===== src/rtl/core/tcc_pkg.sv =====
`default_nettype none
package tcc_pkg;

    localparam int COORD_WIDTH = 16;
    localparam int IN_FRAC     = 12;
    localparam int OUT_FRAC    = 16;
    localparam int SCALE_SH    = OUT_FRAC - IN_FRAC;

    // Vertex differences, their products and the sums of squares.
    localparam int DIFF_W  = COORD_WIDTH + 1;
    localparam int PROD_W  = 2 * DIFF_W;
    localparam int SQ_W    = 2 * COORD_WIDTH + 2;
    localparam int HALF_W  = SQ_W / 2;
    localparam int HIGH_W  = SQ_W - HALF_W;
    localparam int PART_W  = HIGH_W + 1 + DIFF_W;
    localparam int CROSS_W = SQ_W + DIFF_W + 1;
    localparam int DET_W   = 2 * COORD_WIDTH + 4;
    localparam int NUM_W   = 3 * COORD_WIDTH + 9;
    localparam int QUO_W   = NUM_W + 1;

    // Result formats.
    localparam int CEN_W   = 32;
    localparam int RAD_W   = 40;
    localparam int MAG_W   = 41;
    localparam int OFS_W   = 42;
    localparam int CSUM_W  = 44;
    localparam int SQR_W   = 29;
    localparam int RSQ_W   = 2 * SQR_W;
    localparam int RSUM_W  = RSQ_W + 1;

    localparam logic [QUO_W-1:0]  OFS_LIMIT = QUO_W'(64'd1 << 40);
    localparam logic [RAD_W-1:0]  RAD_MAX   = {RAD_W{1'b1}};
    localparam logic [RSUM_W-1:0] RAD_HALF  = RSUM_W'(1) << (OUT_FRAC - 1);

    typedef struct packed {
        logic signed [COORD_WIDTH-1:0] ax;
        logic signed [COORD_WIDTH-1:0] ay;
        logic signed [COORD_WIDTH-1:0] bx;
        logic signed [COORD_WIDTH-1:0] by_coord;
        logic signed [COORD_WIDTH-1:0] cx;
        logic signed [COORD_WIDTH-1:0] cy;
    } tcc_in_t;

    typedef struct packed {
        logic signed [CEN_W-1:0] center_x;
        logic signed [CEN_W-1:0] center_y;
        logic [RAD_W-1:0]        radius_sq;
        logic                    degenerate;
        logic                    saturated;
    } tcc_out_t;

    // Front end to divider: numerator magnitudes, quotient signs, divisor.
    typedef struct packed {
        logic [NUM_W-1:0]              nmx;
        logic [NUM_W-1:0]              nmy;
        logic                          negx;
        logic                          negy;
        logic [DET_W-1:0]              dm;
        logic signed [COORD_WIDTH-1:0] ax;
        logic signed [COORD_WIDTH-1:0] ay;
        logic                          degen;
    } tcc_num_t;

    // Divider to back end: truncated quotients and remainders.
    typedef struct packed {
        logic [NUM_W-1:0]              qx;
        logic [NUM_W-1:0]              qy;
        logic [DET_W-1:0]              rx;
        logic [DET_W-1:0]              ry;
        logic                          negx;
        logic                          negy;
        logic [DET_W-1:0]              dm;
        logic signed [COORD_WIDTH-1:0] ax;
        logic signed [COORD_WIDTH-1:0] ay;
        logic                          degen;
    } tcc_quo_t;

    // Pipeline control shared by every stage.
    typedef struct packed {
        logic adv;
    } tcc_ctl_t;

endpackage
`default_nettype wire


===== src/rtl/core/tcc_back.sv =====
`default_nettype none
module tcc_back (
    input  wire                      aclk,
    input  wire                      aresetn,
    input  wire tcc_pkg::tcc_ctl_t   ctl,
    input  wire                      in_valid,
    input  wire tcc_pkg::tcc_quo_t   in_data,
    output logic                     out_valid,
    output tcc_pkg::tcc_out_t        out_data
);

    typedef struct packed {
        logic signed [tcc_pkg::OFS_W-1:0]       qsx, qsy;
        logic signed [tcc_pkg::COORD_WIDTH-1:0] ax, ay;
        logic                                   degen;
    } bst1_t;

    typedef struct packed {
        logic signed [tcc_pkg::CEN_W-1:0] cen_x, cen_y;
        logic                             sat_c;
        logic                             big;
        logic [tcc_pkg::RSQ_W-1:0]        sqx, sqy;
        logic                             degen;
    } bst2_t;

    bst1_t b1_reg, b1_next;
    bst2_t b2_reg, b2_next;
    tcc_pkg::tcc_out_t b3_reg, b3_next;
    logic [2:0] vld_reg;

    // Round half away from zero, hold the magnitude at the offset limit, apply sign.
    function automatic logic signed [tcc_pkg::OFS_W-1:0] round_off(
        input logic [tcc_pkg::NUM_W-1:0] q,
        input logic [tcc_pkg::DET_W-1:0] r,
        input logic [tcc_pkg::DET_W-1:0] dm,
        input logic                      neg
    );
        logic [tcc_pkg::QUO_W-1:0] qr;
        logic [tcc_pkg::MAG_W-1:0] mag;
        qr  = tcc_pkg::QUO_W'(q) + tcc_pkg::QUO_W'({r, 1'b0} >= {1'b0, dm});
        mag = (qr > tcc_pkg::OFS_LIMIT) ? tcc_pkg::MAG_W'(tcc_pkg::OFS_LIMIT)
                                        : qr[tcc_pkg::MAG_W-1:0];
        return neg ? -$signed(tcc_pkg::OFS_W'(mag)) : $signed(tcc_pkg::OFS_W'(mag));
    endfunction

    function automatic logic [tcc_pkg::CEN_W:0] clip_center(
        input logic signed [tcc_pkg::COORD_WIDTH-1:0] a,
        input logic signed [tcc_pkg::OFS_W-1:0]       qs
    );
        logic signed [tcc_pkg::CSUM_W-1:0] sum;
        logic signed [tcc_pkg::CSUM_W-1:0] hi_lim, lo_lim;
        hi_lim = tcc_pkg::CSUM_W'({1'b0, {(tcc_pkg::CEN_W-1){1'b1}}});
        lo_lim = -hi_lim - tcc_pkg::CSUM_W'(1);
        sum = (tcc_pkg::CSUM_W'(a) <<< tcc_pkg::SCALE_SH) + tcc_pkg::CSUM_W'(qs);
        if (sum > hi_lim) begin
            return {1'b1, hi_lim[tcc_pkg::CEN_W-1:0]};
        end else if (sum < lo_lim) begin
            return {1'b1, lo_lim[tcc_pkg::CEN_W-1:0]};
        end
        return {1'b0, sum[tcc_pkg::CEN_W-1:0]};
    endfunction

    logic [tcc_pkg::MAG_W-1:0] mx, my;
    logic [tcc_pkg::CEN_W:0]   clx, cly;

    always_comb begin
        b1_next.qsx   = round_off(in_data.qx, in_data.rx, in_data.dm, in_data.negx);
        b1_next.qsy   = round_off(in_data.qy, in_data.ry, in_data.dm, in_data.negy);
        b1_next.ax    = in_data.ax;
        b1_next.ay    = in_data.ay;
        b1_next.degen = in_data.degen;
    end

    always_comb begin
        clx = clip_center(b1_reg.ax, b1_reg.qsx);
        cly = clip_center(b1_reg.ay, b1_reg.qsy);
        mx  = b1_reg.qsx[tcc_pkg::OFS_W-1] ? tcc_pkg::MAG_W'(-b1_reg.qsx)
                                           : tcc_pkg::MAG_W'(b1_reg.qsx);
        my  = b1_reg.qsy[tcc_pkg::OFS_W-1] ? tcc_pkg::MAG_W'(-b1_reg.qsy)
                                           : tcc_pkg::MAG_W'(b1_reg.qsy);
        b2_next.cen_x = $signed(clx[tcc_pkg::CEN_W-1:0]);
        b2_next.cen_y = $signed(cly[tcc_pkg::CEN_W-1:0]);
        b2_next.sat_c = clx[tcc_pkg::CEN_W] | cly[tcc_pkg::CEN_W];
        b2_next.big   = (mx[tcc_pkg::MAG_W-1:tcc_pkg::SQR_W] != '0)
                      | (my[tcc_pkg::MAG_W-1:tcc_pkg::SQR_W] != '0);
        b2_next.sqx   = mx[tcc_pkg::SQR_W-1:0] * mx[tcc_pkg::SQR_W-1:0];
        b2_next.sqy   = my[tcc_pkg::SQR_W-1:0] * my[tcc_pkg::SQR_W-1:0];
        b2_next.degen = b1_reg.degen;
    end

    localparam int OUT_SH_W = tcc_pkg::OUT_FRAC;
    logic [tcc_pkg::RSUM_W-1:0]          rsum;
    logic [tcc_pkg::RSUM_W-OUT_SH_W-1:0] rad;

    always_comb begin
        rsum = tcc_pkg::RSUM_W'(b2_reg.sqx) + tcc_pkg::RSUM_W'(b2_reg.sqy) + tcc_pkg::RAD_HALF;
        rad  = rsum[tcc_pkg::RSUM_W-1:OUT_SH_W];
        b3_next.center_x   = b2_reg.cen_x;
        b3_next.center_y   = b2_reg.cen_y;
        b3_next.degenerate = 1'b0;
        if (b2_reg.big || (rad > (tcc_pkg::RSUM_W - OUT_SH_W)'(tcc_pkg::RAD_MAX))) begin
            b3_next.radius_sq = tcc_pkg::RAD_MAX;
            b3_next.saturated = 1'b1;
        end else begin
            b3_next.radius_sq = rad[tcc_pkg::RAD_W-1:0];
            b3_next.saturated = b2_reg.sat_c;
        end
        if (b2_reg.degen) begin
            b3_next.center_x   = '0;
            b3_next.center_y   = '0;
            b3_next.radius_sq  = '0;
            b3_next.degenerate = 1'b1;
            b3_next.saturated  = 1'b0;
        end
    end

    always_ff @(posedge aclk) begin
        if (!aresetn) begin
            vld_reg <= '0;
        end else if (ctl.adv) begin
            vld_reg <= {vld_reg[1:0], in_valid};
        end
    end

    always_ff @(posedge aclk) begin
        if (ctl.adv) begin
            b1_reg <= b1_next;
            b2_reg <= b2_next;
            b3_reg <= b3_next;
        end
    end

    assign out_valid = vld_reg[2];
    assign out_data  = b3_reg;

endmodule
`default_nettype wire

===== config.mk =====
export PLATFORM = sky130hd
export DESIGN_NAME = tcc_back
export DESIGN_NICKNAME = d
export VERILOG_FILES = /design/src/rtl/core/tcc_pkg.sv /design/src/rtl/core/tcc_back.sv
export SDC_FILE = /design/constraint.sdc
export NUM_CORES = 2
export LEC_CHECK = 0
export BUFFER_PORTS_ARGS = -buffer_cell sky130_fd_sc_hd__buf_2
export CORE_AREA = 2 2 419 421
export CTS_CLUSTER_SIZE = 12
export DETAILED_ROUTE_END_ITERATION = 8
export DIE_AREA = 0 0 421 423
export HOLD_SLACK_MARGIN = 0.06
export PLACE_DENSITY = 0.62
export SYNTH_ARGS = -nofsm -noshare
export SYNTH_HDL_FRONTEND = slang
export SYNTH_SLANG_ARGS = --single-unit

===== constraint.sdc =====
create_clock -name aclk -period 15.55 [get_ports aclk]
set_input_delay 0.7775 -clock aclk [delete_from_list [all_inputs] [get_ports aclk]]
set_output_delay 0.7775 -clock aclk [all_outputs]
set_load 0.02 [all_outputs]

==> flow_summary.toml <==
[outcome]
status = "completed"

[detailed_routing]
routedWlPerCell_um = 20.7
ant_nets = 0
vias = 60100
drt-total-wl_um = 228000
first_pass_iters = 6
drcViolationCount = 0
drtIter0Drc = 4474
via_per_inst = 5.45

[setup_path]
regToRegSetupSlack_ns = 3.48
required_ns = 15.93
startpoint_type = "flip-flop"
critPathBufInv = 12
slowest_delay_ns = 0.60
end_kind = "flip-flop"
cp_top_family = "adder cells"
arrival_ns = 12.45
crit_fanout = 22
cpMaxStageDelayCell = "fa_1"
worst-setup-path-type = "flip-flop to flip-flop"

[sta]
hold_viol = 0
slew_headroom_pct = 19.1
fmax_mhz = 82.9
finalMaxSlewViolations = 0
setup_viol = 0
setup_tns_ns = 0
rsz0062_at_grt = "false"
fin_crit_ns = 12.07
timing.final.crit_share_pct = 77.6
skew_ns = 0.0425
worstMarginPinSlew_ns = 1.21

[clock_tree]
clock_latency_ns = 0.67
postCtsSetupBuffers = 0
clkSinkCount = 405
h-tree-depth = 2
root_buffer = "clkbuf_16"
cts_hold_buf = 0
cts-resized-gates = 0
tritoncts = "built"
cts_inserted_buffers = 51
cts_buffer_depth = 3
clk_pin_slew_ns = 0.07

[synth]
yosysSeqAreaShare_pct = 15.6
synth_area_per_cell_um2 = 9.25
netlist_instances = 8404
ys.flop_type = "edfxtp_1"
syn_nets = 10700
ys_ff_latch = 405
yosysWarnings = 0
synth_edf_count = 402
mappedNetlistArea_um2 = 77800
synth_cell_types = 95
async_flop_share_pct = 0

[placed_design]
dp_hpwl_um = 187000
portBuffers = 367
routabilityCongestion = 0.956

[finish]
fillers = 16600
multi_input_area_um2 = 58000
drive_above_1_share_pct = 7.57
final_common_cell = "inv_1"
mostFrequentLayoutCells = "1803 x inv_1, 1310 x fa_1, 751 x ha_1"
nets = 11000
largest_reg_flops = 179
area_growth_pct = 8.23
seqCellArea_um2 = 12100

[die]
core_um2 = 173000
die_x_um = 421
die_h_um = 423
row_count = 153
ioPinCount = 368
die_area_um2 = 178000
start_util_pct = 44.9

[grt]
grt_pass1_wl_um = 359000
grt_pass1_vias = 63700
antenna_found_initial = 3
grt_usage_pct = 25.8
grt-ovfl-total = 0
grt_max_degree = 87

[job]
max-cap-violations = 0

[min_path]
worstHoldPathType = "input pin to flip-flop"
## cells by family (layout without fill, tap and decap cells)
kind of cell               after synthesis  after routing  share of synthesized area (%)
DFF                                    405            405                           15.6
other                                    0              1                              0
xor gates and xnor gates               431            431                           4.85
muxes                                   30             30                          0.402
buffers and inverters                 2084           2382                           10.1
adders and majority gates             2061           2061                           45.8
AOI/OAI and AO/OA                     1173           1173                           9.71
and+or+nand+nor                       2220           2220                           13.5
## worst paths after layout
kind / startpoint / end / cells after the start
min: in_data[16] / b1_reg[16]$_DFFE_PP_ / 1
min reg2reg: b1_reg[0]$_DFFE_PP_ / b2_reg[0]$_DFFE_PP_ / 0
max: b1_reg[33]$_DFFE_PP_ / b2_reg[56]$_DFFE_PP_ / 39
max reg2reg: b1_reg[33]$_DFFE_PP_ / b2_reg[56]$_DFFE_PP_ / 39
## synth_stat cells (18+ instances only)
cell      instances  share of area, %
a211oi_1         32              0.31
a21boi_0         29              0.28
a21o_1          154               1.5
a21oi_1         352               2.3
a31oi_1          49              0.39
and2_1           39              0.31
and3_1           86              0.69
and4_1           27              0.30
clkbuf_1        239               1.2
clkinv_1         18             0.087
edfxtp_1        402                16
fa_1           1310                34
ha_1            751                12
inv_1          1803               8.7
mux2i_1          20              0.26
nand2_1         707               3.4
nand2b_1         50              0.40
nand3_1         150              0.97
nand4_1          97              0.78
nor2_1          631               3.0
nor2b_1         120              0.97
nor3_1          100              0.64
nor4_1           46              0.37
o211ai_1         28              0.27
o21a_1           32              0.31
o21ai_0         220               1.4
o21bai_1         45              0.43
o31ai_1          44              0.42
or2_2            49              0.39
or3_1            30              0.24
or4_1            25              0.24
xnor2_1         279               3.1
xor2_1          152               1.7
## cell type report
cell class              count  share of cell area [%]
clock buffers              61                    1.56
clock inverters            30                   0.413
repair buffers            469                    3.11
multi-input cells        5915                    68.9
flip-flops and latches    405                    14.4
inverters                1822                    8.13
diodes                      1                 0.00297
well taps                2325                    3.46
## worst reg2reg max path: cells and delay by family (launching register included)
family,cells,cell delay (ns)
fa+ha+maj,9,4.54
buf+inv,12,1.93
simple gates,7,1.84
flops,1,0.36
compound gates,9,2.84
xor+xnor,2,0.28
## metal layers
metal / vias up / GRT usage (%) / routed length [µm] / part of all wire, %
met3: 435 / 4.25 / 16400 / 7.2
met2: 2052 / 43.1 / 108000 / 47
met5: - / 0 / 13 / 0.0057
li1: 27600 / - / - / -
met1: 30100 / 33.5 / 92700 / 41
met4: 2 / 10.3 / 10700 / 4.7
## through the flow
| stage | utilization (%) | setup slack, ns | hold slack, ns | cell area, µm² | instances |
|---|---|---|---|---|---|
| after floorplan | - | 5.25 | 0.400 | 77800 | 8404 |
| after global placement | 47.6 | 3.64 | 0.416 | 82500 | 10900 |
| after detailed placement | 47.6 | 3.72 | 0.420 | 82500 | 10900 |
| after CTS | 48.6 | 3.65 | 0.247 | 84100 | 11000 |
| after global routing | 48.6 | 2.90 | 0.265 | 84200 | 11000 |
| final | 48.6 | 3.48 | 0.291 | 84200 | 11000 |
Power is not shown: default switching activity piles up to over one toggle a cycle in this logic, so the estimate is an artifact.
